`src/design/dpf_pkg.sv`:
```
// Package for the download page framer.
// Holds sizing constants, command codes and the queue entry type.
// No dependencies.
package dpf_pkg;

	localparam int MAX_PAGE = 64;
	localparam int QUEUE_DEPTH = 4;
	localparam int QUEUE_AW = $clog2(QUEUE_DEPTH);
	localparam int DIV_STEPS = 24;
	localparam logic [7:0] RESERVED_BYTE = 8'h3C;

	localparam logic [1:0] CFG_FILE_SIZE = 2'd0;
	localparam logic [1:0] CFG_PAGE_SIZE = 2'd1;
	localparam logic [1:0] CFG_PROGRESS_SCALE = 2'd2;

	localparam logic ACT_DATA = 1'b0;
	localparam logic ACT_START = 1'b1;

	typedef enum logic {
		CMD_DATA,
		CMD_PAGE
	} cmd_kind_t;

	typedef struct packed {
		cmd_kind_t kind;
		logic [6:0] position;
		logic [7:0] data;
		logic [15:0] start;
		logic [15:0] new_addr;
		logic [7:0] sum;
		logic [6:0] count;
	} cmd_t;

	typedef struct packed {
		logic empty;
		logic full;
	} queue_status_t;

	typedef struct packed {
		logic [6:0] position;
		logic [7:0] value;
		logic last;
		logic [6:0] answer_count;
		logic progress_saturated;
	} res_t;

endpackage

```
`src/design/dpf_ifs.sv`:
```
// Valid/ready channel interfaces of the download page framer.
// Depends on nothing; one interface for input words, one for result words.
interface dpf_in_if;
	logic valid;
	logic ready;
	logic action;
	logic [7:0] data_byte;
	logic page_end;
	modport source(output valid, action, data_byte, page_end, input ready);
	modport sink(input valid, action, data_byte, page_end, output ready);
endinterface

interface dpf_out_if;
	logic valid;
	logic ready;
	logic [6:0] position;
	logic [7:0] value;
	logic last;
	logic [6:0] answer_count;
	logic progress_saturated;
	modport source(output valid, position, value, last, answer_count, progress_saturated,
		input ready);
	modport sink(input valid, position, value, last, answer_count, progress_saturated,
		output ready);
endinterface

```
`src/design/dpf_front.sv`:
```
// Front end of the download page framer: accepts input words, tracks the page
// state and pushes one command per data byte into the queue.
// Depends on dpf_pkg and dpf_in_if.
module dpf_front (
	input logic clk,
	input logic arst_n,
	dpf_in_if.sink item,
	input logic [6:0] page_size,
	input dpf_pkg::queue_status_t qstat,
	output logic push,
	output dpf_pkg::cmd_t push_cmd
);
	import dpf_pkg::*;

	logic [15:0] addr_q;
	logic [7:0] sum_q;
	logic [6:0] count_q;

	logic [6:0] lim;
	logic [7:0] n;
	logic ends;
	logic accept;
	logic [7:0] sum_new;
	logic [15:0] new_addr;

	always_comb begin
		if (page_size == 7'd0) begin
			lim = 7'd1;
		end else if (page_size > 7'(MAX_PAGE)) begin
			lim = 7'(MAX_PAGE);
		end else begin
			lim = page_size;
		end
	end

	assign n = {1'b0, count_q} + 8'd1;
	assign ends = item.page_end || (n >= {1'b0, lim});
	assign sum_new = sum_q + item.data_byte;
	assign new_addr = addr_q + {8'd0, n};

	assign item.ready = !qstat.full;
	assign accept = item.valid && item.ready;
	assign push = accept && (item.action == ACT_DATA);

	always_comb begin
		push_cmd.kind = ends ? CMD_PAGE : CMD_DATA;
		push_cmd.position = count_q + 7'd4;
		push_cmd.data = item.data_byte;
		push_cmd.start = addr_q;
		push_cmd.new_addr = new_addr;
		push_cmd.sum = sum_new;
		push_cmd.count = 7'(n + 8'd5);
	end

	always_ff @(posedge clk or negedge arst_n) begin
		if (!arst_n) begin
			addr_q <= '0;
			sum_q <= '0;
			count_q <= '0;
		end else if (accept) begin
			if (item.action == ACT_START) begin
				addr_q <= '0;
				sum_q <= '0;
				count_q <= '0;
			end else if (ends) begin
				addr_q <= new_addr;
				sum_q <= '0;
				count_q <= '0;
			end else begin
				sum_q <= sum_new;
				count_q <= n[6:0];
			end
		end
	end

endmodule

```
`src/design/dpf_queue.sv`:
```
// Short command queue between the front and back ends of the framer.
// Depends on dpf_pkg for the entry type and depth.
module dpf_queue (
	input logic clk,
	input logic arst_n,
	input logic push,
	input dpf_pkg::cmd_t push_cmd,
	input logic pop,
	output dpf_pkg::cmd_t head,
	output dpf_pkg::queue_status_t qstat
);
	import dpf_pkg::*;

	cmd_t entry_q [QUEUE_DEPTH];
	logic [QUEUE_AW-1:0] wr_q;
	logic [QUEUE_AW-1:0] rd_q;
	logic [QUEUE_AW:0] fill_q;

	assign head = entry_q[rd_q];
	assign qstat.empty = (fill_q == '0);
	assign qstat.full = (fill_q == (QUEUE_AW+1)'(QUEUE_DEPTH));

	always_ff @(posedge clk) begin
		if (push) begin
			entry_q[wr_q] <= push_cmd;
		end
	end

	always_ff @(posedge clk or negedge arst_n) begin
		if (!arst_n) begin
			wr_q <= '0;
			rd_q <= '0;
			fill_q <= '0;
		end else begin
			if (push) begin
				wr_q <= wr_q + 1'b1;
			end
			if (pop) begin
				rd_q <= rd_q + 1'b1;
			end
			if (push && !pop) begin
				fill_q <= fill_q + 1'b1;
			end else if (pop && !push) begin
				fill_q <= fill_q - 1'b1;
			end
		end
	end

endmodule

```
`src/design/dpf_back.sv`:
```
// Back end of the framer: drains the queue, computes the progress byte with a
// single multiply and a bit-serial divider, and sends result words.
// Depends on dpf_pkg and dpf_out_if.
module dpf_back (
	input logic clk,
	input logic arst_n,
	input logic [15:0] file_size,
	input logic [7:0] progress_scale,
	input dpf_pkg::cmd_t head,
	input dpf_pkg::queue_status_t qstat,
	output logic pop,
	dpf_out_if.source result
);
	import dpf_pkg::*;

	typedef enum logic [3:0] {
		ST_IDLE,
		ST_MUL,
		ST_DIV,
		ST_DATA,
		ST_LO,
		ST_HI,
		ST_PROG,
		ST_RSV,
		ST_SUM
	} state_t;

	state_t state_q;
	cmd_t cmd_q;
	logic [23:0] prod_q;
	logic [15:0] rem_q;
	logic [4:0] step_q;
	logic [7:0] prog_q;
	logic sat_q;
	logic valid_q;
	res_t out_q;

	logic can_load;
	logic load_word;
	logic [23:0] prod_full;
	logic [16:0] rem_sh;
	logic ge;
	logic [15:0] rem_nx;
	logic [23:0] prod_nx;
	logic [7:0] chk;

	assign can_load = !valid_q || result.ready;
	assign pop = (state_q == ST_IDLE) && !qstat.empty
		&& ((head.kind == CMD_PAGE) || can_load);

	always_comb begin
		unique case (state_q) inside
			ST_IDLE: load_word = pop && (head.kind == CMD_DATA);
			ST_DATA, ST_LO, ST_HI, ST_PROG, ST_RSV, ST_SUM: load_word = can_load;
			default: load_word = 1'b0;
		endcase
	end

	assign prod_full = 24'({1'b0, progress_scale} + 9'd1) * 24'(cmd_q.new_addr);
	assign rem_sh = {rem_q, prod_q[23]};
	assign ge = rem_sh >= {1'b0, file_size};
	assign rem_nx = ge ? 16'(rem_sh - {1'b0, file_size}) : rem_sh[15:0];
	assign prod_nx = {prod_q[22:0], ge};
	assign chk = cmd_q.sum + cmd_q.start[7:0] + cmd_q.start[15:8] + prog_q + RESERVED_BYTE;

	assign result.valid = valid_q;
	assign result.position = out_q.position;
	assign result.value = out_q.value;
	assign result.last = out_q.last;
	assign result.answer_count = out_q.answer_count;
	assign result.progress_saturated = out_q.progress_saturated;

	always_ff @(posedge clk or negedge arst_n) begin
		if (!arst_n) begin
			state_q <= ST_IDLE;
			valid_q <= 1'b0;
			step_q <= '0;
			cmd_q <= '0;
			prod_q <= '0;
			rem_q <= '0;
			prog_q <= '0;
			sat_q <= 1'b0;
			out_q <= '0;
		end else begin
			if (load_word) begin
				valid_q <= 1'b1;
			end else if (result.ready) begin
				valid_q <= 1'b0;
			end
			unique case (state_q)
				ST_IDLE: begin
					if (pop) begin
						if (head.kind == CMD_DATA) begin
							out_q <= '{head.position, head.data, 1'b1, 7'd0, 1'b0};
						end else begin
							cmd_q <= head;
							state_q <= ST_MUL;
						end
					end
				end
				ST_MUL: begin
					prod_q <= prod_full;
					rem_q <= '0;
					step_q <= '0;
					state_q <= ST_DIV;
				end
				ST_DIV: begin
					prod_q <= prod_nx;
					rem_q <= rem_nx;
					step_q <= step_q + 5'd1;
					if (step_q == 5'(DIV_STEPS - 1)) begin
						if ((file_size == 16'd0) || (|prod_nx[23:8])) begin
							prog_q <= 8'hFF;
							sat_q <= 1'b1;
						end else begin
							prog_q <= prod_nx[7:0];
							sat_q <= 1'b0;
						end
						state_q <= ST_DATA;
					end
				end
				ST_DATA: begin
					if (can_load) begin
						out_q <= '{cmd_q.position, cmd_q.data, 1'b0, cmd_q.count, sat_q};
						state_q <= ST_LO;
					end
				end
				ST_LO: begin
					if (can_load) begin
						out_q <= '{7'd0, cmd_q.start[7:0], 1'b0, cmd_q.count, sat_q};
						state_q <= ST_HI;
					end
				end
				ST_HI: begin
					if (can_load) begin
						out_q <= '{7'd1, cmd_q.start[15:8], 1'b0, cmd_q.count, sat_q};
						state_q <= ST_PROG;
					end
				end
				ST_PROG: begin
					if (can_load) begin
						out_q <= '{7'd2, prog_q, 1'b0, cmd_q.count, sat_q};
						state_q <= ST_RSV;
					end
				end
				ST_RSV: begin
					if (can_load) begin
						out_q <= '{7'd3, RESERVED_BYTE, 1'b0, cmd_q.count, sat_q};
						state_q <= ST_SUM;
					end
				end
				ST_SUM: begin
					if (can_load) begin
						out_q <= '{cmd_q.position + 7'd1, chk, 1'b1, cmd_q.count, sat_q};
						state_q <= ST_IDLE;
					end
				end
				default: begin
					state_q <= ST_IDLE;
				end
			endcase
		end
	end

endmodule

```
`src/design/download_page_framer.sv`:
```
// A data byte that does not end a page is written into the queue, then popped into
// the output register that gives its word. Bytes are taken one per cycle while the
// four-entry queue has room. A page-ending byte holds the back end through a dequeue,
// a multiply step, 24 divider steps and six word states; the front queues bytes meanwhile.
// Reset clears the page state, the queue and the output register, and loads the
// configuration registers with file size 0, page size 64 and progress scale 0.
module download_page_framer (
	input logic clk,
	input logic arst_n,
	dpf_in_if.sink item,
	dpf_out_if.source result,
	input logic cfg_we,
	input logic [1:0] cfg_index,
	input logic [15:0] cfg_data
);
	import dpf_pkg::*;

	logic [15:0] file_size_q;
	logic [6:0] page_size_q;
	logic [7:0] progress_scale_q;

	logic push;
	logic pop;
	cmd_t push_cmd;
	cmd_t head;
	queue_status_t qstat;

	always_ff @(posedge clk or negedge arst_n) begin
		if (!arst_n) begin
			file_size_q <= '0;
			page_size_q <= 7'd64;
			progress_scale_q <= '0;
		end else if (cfg_we) begin
			unique case (cfg_index)
				CFG_FILE_SIZE: file_size_q <= cfg_data;
				CFG_PAGE_SIZE: page_size_q <= cfg_data[6:0];
				CFG_PROGRESS_SCALE: progress_scale_q <= cfg_data[7:0];
				default: begin
				end
			endcase
		end
	end

	dpf_front u_front (
		.clk(clk),
		.arst_n(arst_n),
		.item(item),
		.page_size(page_size_q),
		.qstat(qstat),
		.push(push),
		.push_cmd(push_cmd)
	);

	dpf_queue u_queue (
		.clk(clk),
		.arst_n(arst_n),
		.push(push),
		.push_cmd(push_cmd),
		.pop(pop),
		.head(head),
		.qstat(qstat)
	);

	dpf_back u_back (
		.clk(clk),
		.arst_n(arst_n),
		.file_size(file_size_q),
		.progress_scale(progress_scale_q),
		.head(head),
		.qstat(qstat),
		.pop(pop),
		.result(result)
	);

endmodule
```
`src/flat_wrapper.sv`:
```
// flat-port wrapper written by rule: the top's interface ports become plain ports
module download_page_framer_flat import dpf_pkg::*;
  (clk, arst_n, cfg_we, cfg_index, cfg_data, item_valid, item_action, item_data_byte, item_page_end, item_ready, result_valid, result_position, result_value, result_last, result_answer_count, result_progress_saturated, result_ready);
  dpf_in_if item_i ();
  dpf_out_if result_i ();
  input logic clk;
  input logic arst_n;
  input logic cfg_we;
  input logic [1:0] cfg_index;
  input logic [15:0] cfg_data;
  input wire logic [$bits(item_i.valid)-1:0] item_valid;
  input wire logic [$bits(item_i.action)-1:0] item_action;
  input wire logic [$bits(item_i.data_byte)-1:0] item_data_byte;
  input wire logic [$bits(item_i.page_end)-1:0] item_page_end;
  output wire logic [$bits(item_i.ready)-1:0] item_ready;
  output wire logic [$bits(result_i.valid)-1:0] result_valid;
  output wire logic [$bits(result_i.position)-1:0] result_position;
  output wire logic [$bits(result_i.value)-1:0] result_value;
  output wire logic [$bits(result_i.last)-1:0] result_last;
  output wire logic [$bits(result_i.answer_count)-1:0] result_answer_count;
  output wire logic [$bits(result_i.progress_saturated)-1:0] result_progress_saturated;
  input wire logic [$bits(result_i.ready)-1:0] result_ready;
  assign item_i.valid = item_valid;
  assign item_i.action = item_action;
  assign item_i.data_byte = item_data_byte;
  assign item_i.page_end = item_page_end;
  assign item_ready = item_i.ready;
  assign result_valid = result_i.valid;
  assign result_position = result_i.position;
  assign result_value = result_i.value;
  assign result_last = result_i.last;
  assign result_answer_count = result_i.answer_count;
  assign result_progress_saturated = result_i.progress_saturated;
  assign result_i.ready = result_ready;
  download_page_framer u_core (.clk(clk), .arst_n(arst_n), .item(item_i), .result(result_i), .cfg_we(cfg_we), .cfg_index(cfg_index), .cfg_data(cfg_data));
endmodule
```
`config.mk`:
```
export PLATFORM = sky130hd
export DESIGN_NAME = download_page_framer_flat
export DESIGN_NICKNAME = d
export VERILOG_FILES = /design/src/design/dpf_pkg.sv /design/src/design/dpf_ifs.sv /design/src/design/dpf_front.sv /design/src/design/dpf_queue.sv /design/src/design/dpf_back.sv /design/src/design/download_page_framer.sv /design/src/flat_wrapper.sv
export SDC_FILE = /design/constraint.sdc
export NUM_CORES = 1
export LEC_CHECK = 0
export BUFFER_PORTS_ARGS = -buffer_cell sky130_fd_sc_hd__buf_2
export CAP_MARGIN = 20
export CORE_MARGIN = 2
export CORE_UTILIZATION = 64
export DETAILED_ROUTE_END_ITERATION = 10
export PLACE_DENSITY = 0.81
export SETUP_SLACK_MARGIN = 0.02
export SLEW_MARGIN = 10
export SYNTH_ARGS = -nofsm -noshare
export SYNTH_HDL_FRONTEND = slang
export SYNTH_SLANG_ARGS = --single-unit
```
`constraint.sdc`:
```
create_clock -name clk -period 6.3 [get_ports clk]
set_input_delay 1.89 -clock clk [delete_from_list [all_inputs] [get_ports clk]]
set_output_delay 1.89 -clock clk [all_outputs]
set_load 0.05 [all_outputs]
```
==> out/results.txt <==
worst hold endpoint: u_core.u_back.result.answer_count[6]
clk buf depth: 3
ys async rst share: 46.2%
synth top area cells: edfxtp_1 29%, dfrtp_1 21%, fa_1 9.1%
clock edge transition at the registers on the reported setup and hold paths: 0.07 ns
Max H-tree Level: 2
final hold violation count: 0
Ant. Diodes: 0
TritonCTS clock tree: built
hpwl dp: 39.6 mm
met3 Track Usage GR: 4.46%
Tcrit/Tclk final: 86.9%
crit path kind: register to register
Port Buffers: 58
Worst Tran Pin Value: 1.25 ns
Area after DPL: 26200 sq um
initial antenna violation count: 0
Critical Path AT: 5.93 ns
Yosys top cell area share: 29.3%
DRC violations left: 0
cell depth of the worst hold path: 2
met1 usage: 39.3%
Final Non-Filler Cells: 2593
chip width: 203 um
synthesis-stage register bit count: 461
leading cell type in the layout, fill and taps excluded: edfxtp_1
TritonCTS Buffers: 46
largest net degree at the start of global routing: 107
max cap viols: 0
cts hold-fix bufs: 0
Synth area leader: edfxtp_1
worst path required time: 6.76 ns
worst reg2reg path endpoint: u_core.u_back.prod_q[23]
CP Launch Type: register
Area Growth Syn to Fin: 9.24%
r2r setup slk: 0.82 ns
Post-Syn Nets: 2241
hold crit path type: register to register
die height: 203 um
RR Startpoint: u_core.progress_scale_q[0]
GRT busiest layer: met2
max_slew headroom: 16.5%
placed insts: 2508
CORE AREA: 38900 sq um
Worst setup EP type: register
Syn Std Cell Area: 25400 sq um
Post-CTS Resized: 0
outcome: complete, no violations
GRT Total Usage: 29.0%
Mapped Cells: 1987
share of the yosys chip area belonging to registers: 50.3%
Netlist cell types: 92
Clock Skew: 0.0250 ns
Overflow after GRT: 0
Final Wtd Congestion: 0.922
max frequency: 0.183 GHz
routed wire length: 58.1 mm
final-report setup violation count: 0
Main synth FF type: edfxtp_1
first-iteration detailed-routing DRC count: 1421
crit path time final: 5.48 ns
hold path startpoint: u_core.u_back.result.answer_count[6]
setup bufs post-CTS: 0
unrepaired setup endpoints after global routing: false
Routed Antenna Nets: 0
commonest cells after routing, fill and taps aside: 248 x edfxtp_1, 210 x dfrtp_1, 187 x inv_1
EDFF count, synth: 248
vias in the first global route: 16.7k
setup TNS: 0 ns
Slew Viols, Final: 0
fraction of layout cells with a size suffix above 1: 16.3%
Clock Latency Late Sink: 0.60 ns
Initial Utilization: 65.3%
Site Rows: 72
Yosys warning total: 0
cells on worst reg2reg path: 18
first-pass iteration count of the detailed router: 6
# nets final: 2292
Crit Path Max Fanout: 10
Syn Area/Cell: 12.8 sq um
met2 GRT Util: 49.0%
worst hold margin: 0.459 ns
Vias/cell: 6.22
Finished Cell Area: 27800 sq um
crit path launch: u_core.progress_scale_q[0]
first-pass GRT wire length: 92.1 mm
post-DR wirelength/cell: 22.4 um
via count: 16.1k
die footprint: 41300 sq um
CTS Root Cell: clkbuf_16
I/O pin cnt: 59
CTS Sinks: 461
## kinds of logic (layout without fill, tap and decap cells)
kind of cell	after synthesis	in the layout	synth area share (%)
AO/OA/AOI/OAI	337	337	9.12
XOR/XNOR	85	85	2.96
adder cells (fa/ha/maj)	221	221	14.3
buffers and inverters	267	355	4.30
flip-flops	461	461	50.3
multiplexers	153	153	9.51
AND/OR/NAND/NOR	463	463	9.52
## worst max-delay path: stages (launching register included)
cell and delay, ns:
dfrtp_1 0.42, ha_1 0.25, inv_1 0.11, nor3_4 0.39, buf_4 0.23, and2_1 0.17, fa_1 0.44, fa_1 0.53
fa_1 0.55, inv_1 0.06, fa_1 0.53, inv_1 0.04, ha_1 0.38, and4_1 0.28, nand3_1 0.10, o31ai_2 0.30
a31o_2 0.23, a21oi_1 0.07, o32a_1 0.28
## metrics by stage
| step | utilization, % | setup slack (ns) |
|---|---|---|
| detailed placement | 67.4 | 0.901 |
| global route | 71.3 | 0.436 |
| floorplan | - | 1.00 |
| CTS | 71.3 | 0.834 |
| global placement | 67.4 | 1.05 |
| finish | 71.3 | 0.823 |
## final cells by class
class                           instances  area (sq um)
Timing Repair Buffer                   83           538
Fill cell                            2550         11200
Multi-Input combinational cell       1259         11600
Clock buffer                           70          1320
Tap cell                              518           648
Sequential cell                       461         12800
Inverter                              187           702
Clock inverter                         15           206
## synth_stat cells (5+ instances only)
cell and count:
and2_1 44, o31ai_1 6, nand2_1 165, mux2_2 78, nand4_1 14, mux4_2 62, nor2_1 58, o21a_1 10
a221oi_1 6, nand2b_1 36, ha_1 105, a21o_1 17, nand3_1 21, nor4_1 10, o22a_1 8, edfxtp_1 248
o21ai_1 8, buf_2 25, nand3b_1 7, buf_4 10, fa_1 116, xnor2_1 52, o32ai_1 5, a21oi_1 50
clkbuf_1 38, a22o_1 21, or3_1 6, nor2b_1 54, xor2_1 32, dfrtp_1 212, and3_1 8, a31oi_1 16
inv_1 187, mux2i_1 10, nor3_1 13, o21ai_0 103, a22oi_1 25, o21bai_1 5
## how the worst max path moves through the flow
| stage | end | depth (start not counted) |
|---|---|---|
| 3_5_place_dp | u_core.u_back.prod_q[18] | 19 |
| 2_1_floorplan | u_core.u_back.prod_q[23] | 21 |
| 5_1_grt | u_core.u_back.prod_q[16] | 20 |
| 3_3_place_gp | u_core.u_back.prod_q[18] | 19 |
| 6_report | u_core.u_back.prod_q[23] | 18 |
| 4_1_cts | u_core.u_back.prod_q[18] | 19 |
## routing by layer
metal	wire [um]	share of wire [%]
met5	0	0
met4	1430	2.5
met3	3950	6.8
met2	29100	50
met1	23600	41
## registers in the layout, summed over array words and instances (netlist names), 8 cells and up
register                    cells
u_core.u_back.result.value      8
u_core.u_back.prog_q            8
u_core.file_size_q             16
u_core.u_queue.entry_q        248
u_core.u_back.cmd_q            61
u_core.u_back.rem_q            16
u_core.u_front.addr_q          16
u_core.u_front.sum_q            8
u_core.progress_scale_q         8
u_core.u_back.prod_q           24
Power is left out: the tool's default activity adds up to more than one toggle a clock period on the data nets, which glitch-free logic cannot reach.
